### src/hdl/assert_macros.svh
// Assertion macros shared by the address sequencer modules.
`ifndef ASSERT_MACROS_SVH
`define ASSERT_MACROS_SVH
`ifndef SYNTH
// Property must hold at every clock edge outside reset.
`define ASSERT_ALWAYS(label, expr) \
  label: assert property (@(posedge clk) disable iff (rst) (expr)) \
    else $error("assertion failed");
// When the condition holds, the expression must hold in the following cycle.
`define ASSERT_NEXT(label, cond, expr) \
  label: assert property (@(posedge clk) disable iff (rst) (cond) |=> (expr)) \
    else $error("assertion failed");
`else
`define ASSERT_ALWAYS(label, expr)
`define ASSERT_NEXT(label, cond, expr)
`endif
`endif

### src/hdl/iiy_pkg.sv
// Types and codes shared by the (zp),Y address sequencer.
package iiy_pkg;

  localparam int InWidth  = 48;
  localparam int OutWidth = 40;

  localparam logic [1:0] CLS_READ  = 2'd0;
  localparam logic [1:0] CLS_RMW   = 2'd1;
  localparam logic [1:0] CLS_WRITE = 2'd2;

  localparam logic [1:0] BUS_NONE  = 2'd0;
  localparam logic [1:0] BUS_READ  = 2'd1;
  localparam logic [1:0] BUS_WRITE = 2'd2;

  localparam logic [1:0] ST_BUSY  = 2'd0;
  localparam logic [1:0] ST_DONE  = 2'd1;
  localparam logic [1:0] ST_ERROR = 2'd2;

  typedef struct packed {
    logic        exec_fail;
    logic [7:0]  exec_result;
    logic [7:0]  bus_read_data;
    logic [7:0]  index_y;
    logic [15:0] program_counter;
    logic [1:0]  access_class;
    logic        start_req;
  } in_item_t;

  typedef struct packed {
    logic [1:0]  status;
    logic [7:0]  exec_operand;
    logic        exec_request;
    logic        pc_advance;
    logic [7:0]  bus_write_data;
    logic [15:0] bus_address;
    logic [1:0]  bus_access;
  } out_item_t;

endpackage

### src/hdl/iiy_seq.sv
// Bus cycle sequencer for (zp),Y: state registers and per-beat next logic.
`include "assert_macros.svh"
module iiy_seq
  import iiy_pkg::*;
(
  input  logic      clk,
  input  logic      rst,
  input  logic      in_accept,
  input  in_item_t  item,
  output out_item_t result
);

  typedef enum logic [2:0] {
    PH_IDLE      = 3'd0,
    PH_READ_LOW  = 3'd1,
    PH_READ_HIGH = 3'd2,
    PH_ADDRESS   = 3'd3,
    PH_OPERAND   = 3'd4,
    PH_MODIFY    = 3'd5,
    PH_WRITE     = 3'd6
  } phase_t;

  phase_t      phase, phase_next;
  logic [7:0]  zp_ptr, zp_ptr_next;
  logic [15:0] eff_addr, eff_addr_next;
  logic        page_crossed, page_crossed_next;
  logic [7:0]  held_value, held_value_next;
  logic [15:0] base;
  logic [15:0] sum;

  assign base = {item.bus_read_data, eff_addr[7:0]};
  assign sum  = base + {8'd0, item.index_y};

  always_comb begin
    result            = '0;
    result.status     = ST_BUSY;
    phase_next        = phase;
    zp_ptr_next       = zp_ptr;
    eff_addr_next     = eff_addr;
    page_crossed_next = page_crossed;
    held_value_next   = held_value;
    unique case (phase)
      PH_IDLE: begin
        if (item.start_req) begin
          result.bus_access  = BUS_READ;
          result.bus_address = item.program_counter;
          result.pc_advance  = 1'b1;
          zp_ptr_next        = item.bus_read_data;
          phase_next         = PH_READ_LOW;
        end
      end
      PH_READ_LOW: begin
        result.bus_access  = BUS_READ;
        result.bus_address = {8'd0, zp_ptr};
        eff_addr_next      = {eff_addr[15:8], item.bus_read_data};
        zp_ptr_next        = zp_ptr + 8'd1;
        phase_next         = PH_READ_HIGH;
      end
      PH_READ_HIGH: begin
        result.bus_access  = BUS_READ;
        result.bus_address = {8'd0, zp_ptr};
        page_crossed_next  = (sum[15:8] != base[15:8]);
        eff_addr_next      = sum;
        phase_next         = PH_ADDRESS;
      end
      PH_ADDRESS: begin
        priority if (item.access_class == CLS_READ) begin
          if (!page_crossed) begin
            result.bus_access   = BUS_READ;
            result.bus_address  = eff_addr;
            result.exec_request = 1'b1;
            result.exec_operand = item.bus_read_data;
            result.status       = item.exec_fail ? ST_ERROR : ST_DONE;
            phase_next          = PH_IDLE;
          end else begin
            phase_next = PH_OPERAND;
          end
        end else if (item.access_class == CLS_RMW) begin
          phase_next = PH_OPERAND;
        end else if (item.access_class == CLS_WRITE) begin
          phase_next = PH_WRITE;
        end else begin
          result.status = ST_ERROR;
          phase_next    = PH_IDLE;
        end
      end
      PH_OPERAND: begin
        result.bus_access  = BUS_READ;
        result.bus_address = eff_addr;
        priority if (item.access_class == CLS_READ) begin
          result.exec_request = 1'b1;
          result.exec_operand = item.bus_read_data;
          result.status       = item.exec_fail ? ST_ERROR : ST_DONE;
          phase_next          = PH_IDLE;
        end else if (item.access_class == CLS_RMW) begin
          held_value_next = item.bus_read_data;
          phase_next      = PH_MODIFY;
        end else begin
          result.status = ST_ERROR;
          phase_next    = PH_IDLE;
        end
      end
      PH_MODIFY: begin
        // Dummy write of the original byte while the execute unit modifies it.
        result.bus_access     = BUS_WRITE;
        result.bus_address    = eff_addr;
        result.bus_write_data = held_value;
        result.exec_request   = 1'b1;
        result.exec_operand   = held_value;
        if (item.exec_fail) begin
          result.status = ST_ERROR;
          phase_next    = PH_IDLE;
        end else begin
          held_value_next = item.exec_result;
          phase_next      = PH_WRITE;
        end
      end
      PH_WRITE: begin
        priority if (item.access_class == CLS_RMW) begin
          result.bus_access     = BUS_WRITE;
          result.bus_address    = eff_addr;
          result.bus_write_data = held_value;
          result.status         = ST_DONE;
        end else if (item.access_class == CLS_WRITE) begin
          result.exec_request = 1'b1;
          if (item.exec_fail) begin
            result.status = ST_ERROR;
          end else begin
            result.bus_access     = BUS_WRITE;
            result.bus_address    = eff_addr;
            result.bus_write_data = item.exec_result;
            result.status         = ST_DONE;
          end
        end else begin
          result.status = ST_ERROR;
        end
        phase_next = PH_IDLE;
      end
      default: begin
        result.status = ST_ERROR;
        phase_next    = PH_IDLE;
      end
    endcase
  end

  always_ff @(posedge clk) begin
    if (rst) begin
      phase        <= PH_IDLE;
      page_crossed <= 1'b0;
    end else if (in_accept) begin
      phase        <= phase_next;
      page_crossed <= page_crossed_next;
      zp_ptr       <= zp_ptr_next;
      eff_addr     <= eff_addr_next;
      held_value   <= held_value_next;
    end
  end

  // An idle bus cycle never carries an address.
  `ASSERT_ALWAYS(a_idle_bus_no_addr, (result.bus_access != BUS_NONE) || (result.bus_address == 16'd0))
  // A finished or failed instruction leaves the sequencer idle.
  `ASSERT_NEXT(a_end_to_idle, in_accept && (result.status != ST_BUSY), phase == PH_IDLE)
  // The opcode-operand fetch is always followed by the pointer low-byte read.
  `ASSERT_NEXT(a_adv_to_low, in_accept && result.pc_advance, phase == PH_READ_LOW)
  // Without an accepted beat the sequence does not move.
  `ASSERT_NEXT(a_hold_phase, !in_accept, $stable(phase))

endmodule

### src/hdl/iiy_out_reg.sv
// Output register stage that holds one result beat until the sink takes it.
`include "assert_macros.svh"
module iiy_out_reg
  import iiy_pkg::*;
(
  input  logic                clk,
  input  logic                rst,
  input  out_item_t           result,
  output logic                in_ready,
  input  logic                in_valid,
  output logic                m_tvalid,
  input  logic                m_tready,
  output logic [OutWidth-1:0] m_tdata
);

  out_item_t held;

  assign in_ready = !m_tvalid || m_tready;
  assign m_tdata  = {{(OutWidth - $bits(out_item_t)){1'b0}}, held};

  always_ff @(posedge clk) begin
    if (rst) begin
      m_tvalid <= 1'b0;
    end else if (in_ready) begin
      m_tvalid <= in_valid;
      if (in_valid) begin
        held <= result;
      end
    end
  end

  // A waiting beat is never overwritten.
  `ASSERT_NEXT(a_hold_beat, m_tvalid && !m_tready, m_tvalid && $stable(held))
  // Each accepted beat shows up on the output the next cycle.
  `ASSERT_NEXT(a_beat_out, in_valid && in_ready, m_tvalid)
  // The padding bits stay zero.
  `ASSERT_ALWAYS(a_pad_zero, m_tdata[OutWidth-1:$bits(out_item_t)] == '0)

endmodule

### src/hdl/indirect_indexed_y_address_sequencer_unit.sv
// Top level: (zp),Y bus cycle sequencer, one machine cycle per beat.
// The result of an accepted input beat is registered and appears in the next cycle.
// Throughput: one beat per clock; a new beat is taken while the result register
// is empty or being drained, so a stalled sink stalls the source after one beat.
// Reset (rst, synchronous, active high) returns the sequencer to idle, clears the
// page-cross flag and empties the result register.
module indirect_indexed_y_address_sequencer_unit
  import iiy_pkg::*;
(
  input  logic                clk,
  input  logic                rst,
  input  logic                s_tvalid,
  output logic                s_tready,
  // start_req, access_class, program_counter, index_y, bus_read_data,
  // exec_result, exec_fail, zero padding
  input  logic [InWidth-1:0]  s_tdata,
  output logic                m_tvalid,
  input  logic                m_tready,
  // bus_access, bus_address, bus_write_data, pc_advance, exec_request,
  // exec_operand, status, zero padding
  output logic [OutWidth-1:0] m_tdata
);

  in_item_t  item;
  out_item_t result;
  logic      in_accept;

  assign item      = s_tdata[$bits(in_item_t)-1:0];
  assign in_accept = s_tvalid && s_tready;

  iiy_seq u_seq (
    .clk       (clk),
    .rst       (rst),
    .in_accept (in_accept),
    .item      (item),
    .result    (result)
  );

  iiy_out_reg u_out (
    .clk      (clk),
    .rst      (rst),
    .result   (result),
    .in_ready (s_tready),
    .in_valid (s_tvalid),
    .m_tvalid (m_tvalid),
    .m_tready (m_tready),
    .m_tdata  (m_tdata)
  );

endmodule

### config.mk
export PLATFORM = sky130hd
export DESIGN_NAME = indirect_indexed_y_address_sequencer_unit
export DESIGN_NICKNAME = d
export VERILOG_FILES = /design/src/hdl/iiy_pkg.sv /design/src/hdl/iiy_seq.sv /design/src/hdl/iiy_out_reg.sv /design/src/hdl/indirect_indexed_y_address_sequencer_unit.sv
export VERILOG_INCLUDE_DIRS = /design/src /design/src/hdl
export SDC_FILE = /design/constraint.sdc
export NUM_CORES = 1
export LEC_CHECK = 0
export BUFFER_PORTS_ARGS = -buffer_cell sky130_fd_sc_hd__buf_2
export CORE_MARGIN = 5
export CORE_UTILIZATION = 54
export CTS_CLUSTER_DIAMETER = 30
export DETAILED_ROUTE_END_ITERATION = 8
export PLACE_DENSITY = 0.85
export SLEW_MARGIN = 20
export SYNTH_ARGS = -nofsm -noshare
export SYNTH_HDL_FRONTEND = slang
export SYNTH_SLANG_ARGS = --single-unit
### constraint.sdc
create_clock -name clk -period 2.4 [get_ports clk]
set_clock_uncertainty 0.2 [all_clocks]
set_input_delay 0.36 -clock clk [delete_from_list [all_inputs] [get_ports clk]]
set_output_delay 0.36 -clock clk [all_outputs]
set_load 0.02 [all_outputs]
# After elaboration in Yosys (flattened, before gate mapping)
# Cells that the tools add are included.
[classes] n_addsub=2 mul=0 div=0 order_cmp=0 eq_ne=13 n_shift=0 muxes=42 bitwise=2 n_reduce_logical=17
[op_table] operator="$pmux W18 S6" n=1
[op_table] operator="$mux W26" n=3
[op_table] operator="$mux W18" n=3
[op_table] operator="$pmux W8 S2" n=3
[op_table] operator="$mux W8" n=4
[op_table] operator="$pmux W16 S2" n=1
[op_table] operator="$mux W3" n=8
[op_table] operator="$pmux W8 S3" n=1
[op_table] operator="$mux W2" n=9
[op_table] operator="$mux W9" n=2
[op_table] operator="$pmux W3 S6" n=1
[op_table] operator="$add A16 B8 Y16" n=1
[op_table] operator="$mux W11" n=1
[op_table] operator="$pmux W2 S5" n=1
[op_table] operator="$eq A3 B3 Y1 const B" n=3
[op_table] operator="$add A8 B1 Y8 const B" n=1
[op_table] operator="$ne A8 B8 Y1" n=1
[op_table] operator="$reduce_and A4 Y1" n=2
[op_table] operator="$eq A3 B2 Y1 const B" n=2
[op_table] operator="$ne A2 B2 Y1 const B" n=3
[op_table] operator="$reduce_and A3 Y1" n=2
[op_table] operator="$reduce_and A6 Y1" n=1
[op_table] operator="$reduce_bool A2 Y1" n=3
[op_table] operator="$pmux W1 S4" n=1
[op_table] operator="other kinds (14)" n=18
[word_totals] regBits=75 latchBits=0 mem_bits_rw=0 mem_bits_ro=0 inputBits=52 n_memories=0

# Longest topological paths before layout
[logic_depth] ltp_word=5 mapped_depth=8 depth_no_buf=7

# Cells and area by module
# A second synthesis with hierarchy kept.
[hier_totals] cells_unflattened=364 hier_area_um2=4077.7
[modules_own_cells] module="iiy_seq" instances=1 cells_each=317 area_per_inst_um2=2856.5 seq_area_each_um2=1041.0
[modules_own_cells] module="iiy_out_reg" instances=1 cells_each=46 area_per_inst_um2=1214.9 seq_area_each_um2=1161.1
[modules_own_cells] module="indirect_indexed_y_address_sequencer_unit" instances=1 cells_each=1 area_per_inst_um2=6.3 seq_area_each_um2=0.0

# Worst setup path after synthesis
# No wires, ideal clock.
[synth_timing] path_kind="input-to-reg" from="input m_tready" to="register u_out.held (netlist bit u_out.m_tdata[0]) (enable)" setup_time_ns=0.393 arrival_time_ns=1.855 required_time_ns=1.807 slack_ns=-0.048 path_stages=4 n_path_buf=0 path_cell_list="nand2b_1 nand2_1 or2_2 inv_1"
[synth_between] elab_chain_len=2
[synth_rtl] item="start: declaration" line_no="indirect_indexed_y_address_sequencer_unit.sv:18" source="input logic m_tready,"
[synth_rtl] item="$logic_or A1 B1 Y1" line_no="iiy_out_reg.sv:18" source="assign in_ready = !m_tvalid || m_tready;"
[synth_rtl] item="$reduce_and A3 Y1 (no source line)"
[synth_rtl] item="end signal: assignment" line_no="iiy_out_reg.sv:27" source="held <= result;"
[synth_rtl] item="end: declaration" line_no="iiy_out_reg.sv:16" source="out_item_t held;"
# No other way between the ends.
# A chain may end at the register's enable or synchronous reset.

# Worst setup path after layout
[layout_timing] from="register u_seq.eff_addr[1]" to="register u_seq.eff_addr[11] (data pin)"
[layout_between] elab_chain_len=2
[layout_rtl] item="start: declaration" line_no="iiy_seq.sv:25" source="logic [15:0] eff_addr, eff_addr_next;"
[layout_rtl] item="start signal: assignment" line_no="iiy_seq.sv:154" source="eff_addr <= eff_addr_next;"
[layout_rtl] item="$add A16 B8 Y16" line_no="iiy_seq.sv:32" source="assign sum = base + {8'd0, item.index_y};"
[layout_rtl] item="$pmux W16 S2" line_no="iiy_seq.sv:42" source="unique case (phase)"
[layout_rtl] item="net u_seq.eff_addr_next[11]" line_no="iiy_seq.sv:25"
# The timed path passes the listed nets, and every way through them passes these cells. The select of a mux whose other input is x is not followed.

==> out/qor.txt <==
outcome: completed
r2r setup slk: 0.17 ns
gr busiest metal: met2
first-pass GRT wire length: 15000 um
DRC Markers: 0
TritonRoute pass-1 iters: 5
routability congestion estimate: 0.869
Worst R2R End: u_seq.eff_addr[11]
Rows: 31
Die Span X: 96.2 um
Nets: 524
Clock Sinks: 75
Synth Warn #: 0
largest net degree at the start of global routing: 21
most frequent cells in the layout: buf_2, edfxtp_1, nand2_1
setup TNS: 0 ns
most common cell after layout, fill and taps aside: buf_2
overall routing resource usage: 0.219
Worst-Margin Slew: 0.577 ns
Initial Util: 0.553
Placed Area: 0.00461 sq mm
Max Buffers Root-to-Sink: 2
crit path DAT: 2.15 ns
Top FF cell, synth: edfxtp_1
Slew HR: 0.615
register area share after synthesis: 0.549
Iteration-0 DRC Markers: 236
Fin. Hold Viols: 0
met2 Use GR: 0.378
Synth Area per Inst: 11.1 sq um
startpoint types: register
initial antenna violation count: 0
flops & latches, synth: 75
worst endpoint required time: 2.32 ns
synthesized cell area: 0.00401 sq mm
Setup Viol. Count Final: 0
Reg-to-Reg Start: u_seq.eff_addr[1]
CTS tree: built
Die ar.: 0.00925 sq mm
post-synthesis compound-gate area fraction: 0.186
Power Dens Cells: 626 mW/mm^2
Filler cells: 558
clock root cell: clkbuf_8
vias in the first global route: 3125
CP Capture Type: register
IO Port Bufs: 87
Reg clk slew, reported paths: 0.08 ns
GR met1 Demand/Resource: 0.262
H-tree levels: 3
class of the worst hold path: in2reg
launch point of the critical path: u_seq.eff_addr[1]
EDFF count, synth: 70
vias: 3192
Final HPWL DP: 7120 um
Final min period: 2.23 ns
mux contribution to synthesized area: 0.00780
Post-Synth Adder-Cell Area: 0.0487
hold depth: 2
Crit Path Max Fanout: 4
simple-gate share of the synthesized area: 0.139
R2R depth: 6
CTS Buf Count: 9
Synth async-reset ratio: 0
Power, Total: 3.02 mW
met3 Use GR: 0.0500
layout cells sized above 1: 0.290
DR vias/cell: 5.69
Post-Synth XOR/XNOR Area: 0.0306
RSZ-0062 raised after global routing: no
Routed WL per cell: 17.1 um
ANT nets after route: 0
Pins Over Slew Limit: 0
setup bufs post-CTS: 0
Die H: 96.2 um
ANT cells: 0
Synth cell types: 49
area delta synth->final: 20.3%
Mapped Cells: 361
grt total ovfl: 0
post-route cell area: 0.00482 sq mm
main combinational cell family by area after synthesis: compound AO/OA/AOI/OAI gates
Hold Path Sink: u_seq.phase[1]
IO Pins: 94
# Max-Cap Violations: 0
leakage power: 2.05 nW
Worst Path Class, Setup: reg2reg
worst skew pair latency: 0.36 ns
DRT Wirelength: 9590 um
core area: 0.00725 sq mm
fmax: 448 MHz
post-route clock period utilization: 0.930
maximum VDD drop: 0.313 mV
Min-Delay Startpoint: rst
-- worst max path at each step --
stage                                     end  slack (ns)  depth (start not counted)
after detailed placement   u_seq.eff_addr[11]        0.05                          7
final                      u_seq.eff_addr[11]        0.17                          6
after global placement     u_seq.eff_addr[11]        0.06                          7
after global routing        u_seq.eff_addr[8]        0.04                          8
after floorplan           u_seq.held_value[0]        0.06                          4
after CTS                   u_out.m_tdata[29]        0.12                          5
-- timing repair --
action | CTS | global route
resized for setup | 0 | 3
endpoints found under the setup margin | 0 | 10
hold buffers | 0 | 0
-- state kept, by name (all words and copies together), names as in the netlist --
register,count
u_seq.phase,3
u_seq.held_value,8
u_seq.zp_ptr,8
u_seq.page_crossed,1
u_out.m_tdata,38
u_out.m_tvalid,1
u_seq.eff_addr,16
-- where the power goes --
part           internal [mW]  switching [mW]  leakage (nW)  total, mW
Clock                  0.487           0.501        0.0979      0.988
Combinational          0.204           0.302          1.25      0.507
Sequential              1.50          0.0272         0.698       1.52
Total                   2.19           0.831          2.05       3.02
-- metrics by stage --
step	instances	setup WS, ns	hold slack (ns)	utilization
finish	561	0.168	0.0421	0.665
global placement	545	0.0650	0.304	0.636
global route	561	0.0391	0.0382	0.665
CTS	561	0.117	0.0229	0.664
floorplan	362	0.0572	0.229	-
detailed placement	545	0.0536	0.324	0.636
-- Yosys cell counts, types with 2 or more instances --
cell	n	area, sq um
a21oi_1	15	75.1
and3_1	4	25.0
a21o_1	13	97.6
buf_2	13	65.1
xor2_1	9	78.8
nor2b_1	4	25.0
inv_1	9	33.8
nand4_1	2	12.5
a41oi_1	2	17.5
o21ai_0	21	105
buf_4	3	22.5
edfxtp_1	70	2100
mux2i_1	2	20.0
o31ai_1	2	15.0
nand3_1	9	45.0
a22o_1	33	289
nand2b_1	10	62.6
ha_1	14	175
nor2_1	14	52.6
nand2_1	61	229
o211ai_1	6	45.0
dfxtp_1	5	100
nor3_1	4	20.0
xnor2_1	5	43.8
a211oi_1	2	15.0
clkbuf_1	4	15.0
or2_2	2	12.5
and2_1	2	12.5
-- routing by layer --
metal	vias up	wire [um]
met5	-	0
met4	0	177
met3	13	668
met2	123	4950
met1	1527	3790
li1	1529	-
-- critical path: stages, from the launching register on --
cell and delay [ns]:
edfxtp_1 0.42, ha_1 0.31, a211oi_1 0.30, o21ai_0 0.18, a31oi_2 0.30, o21ai_0 0.14, mux2i_1 0.13
-- area by class of cell --
type                       instances  area, sq um  share of cell area
multi-input combinational        256         1670               0.346
timing repair buffer             106          591               0.122
clock inverter                     7         76.3              0.0158
clock buffer                       9          124              0.0257
tap                               99          124              0.0257
inverter                           9         37.5             0.00778
sequential                        75         2200               0.456
-- cell families after synthesis --
logic type | Yosys count
AND/OR/NAND/NOR | 119
AO/OA/AOI/OAI | 103
flip-flops | 75
buffers and inverters | 31
adder cells (fa/ha/maj) | 15
XOR/XNOR | 14
multiplexers | 3
other | 1
Power figures use the tool's default switching activity.
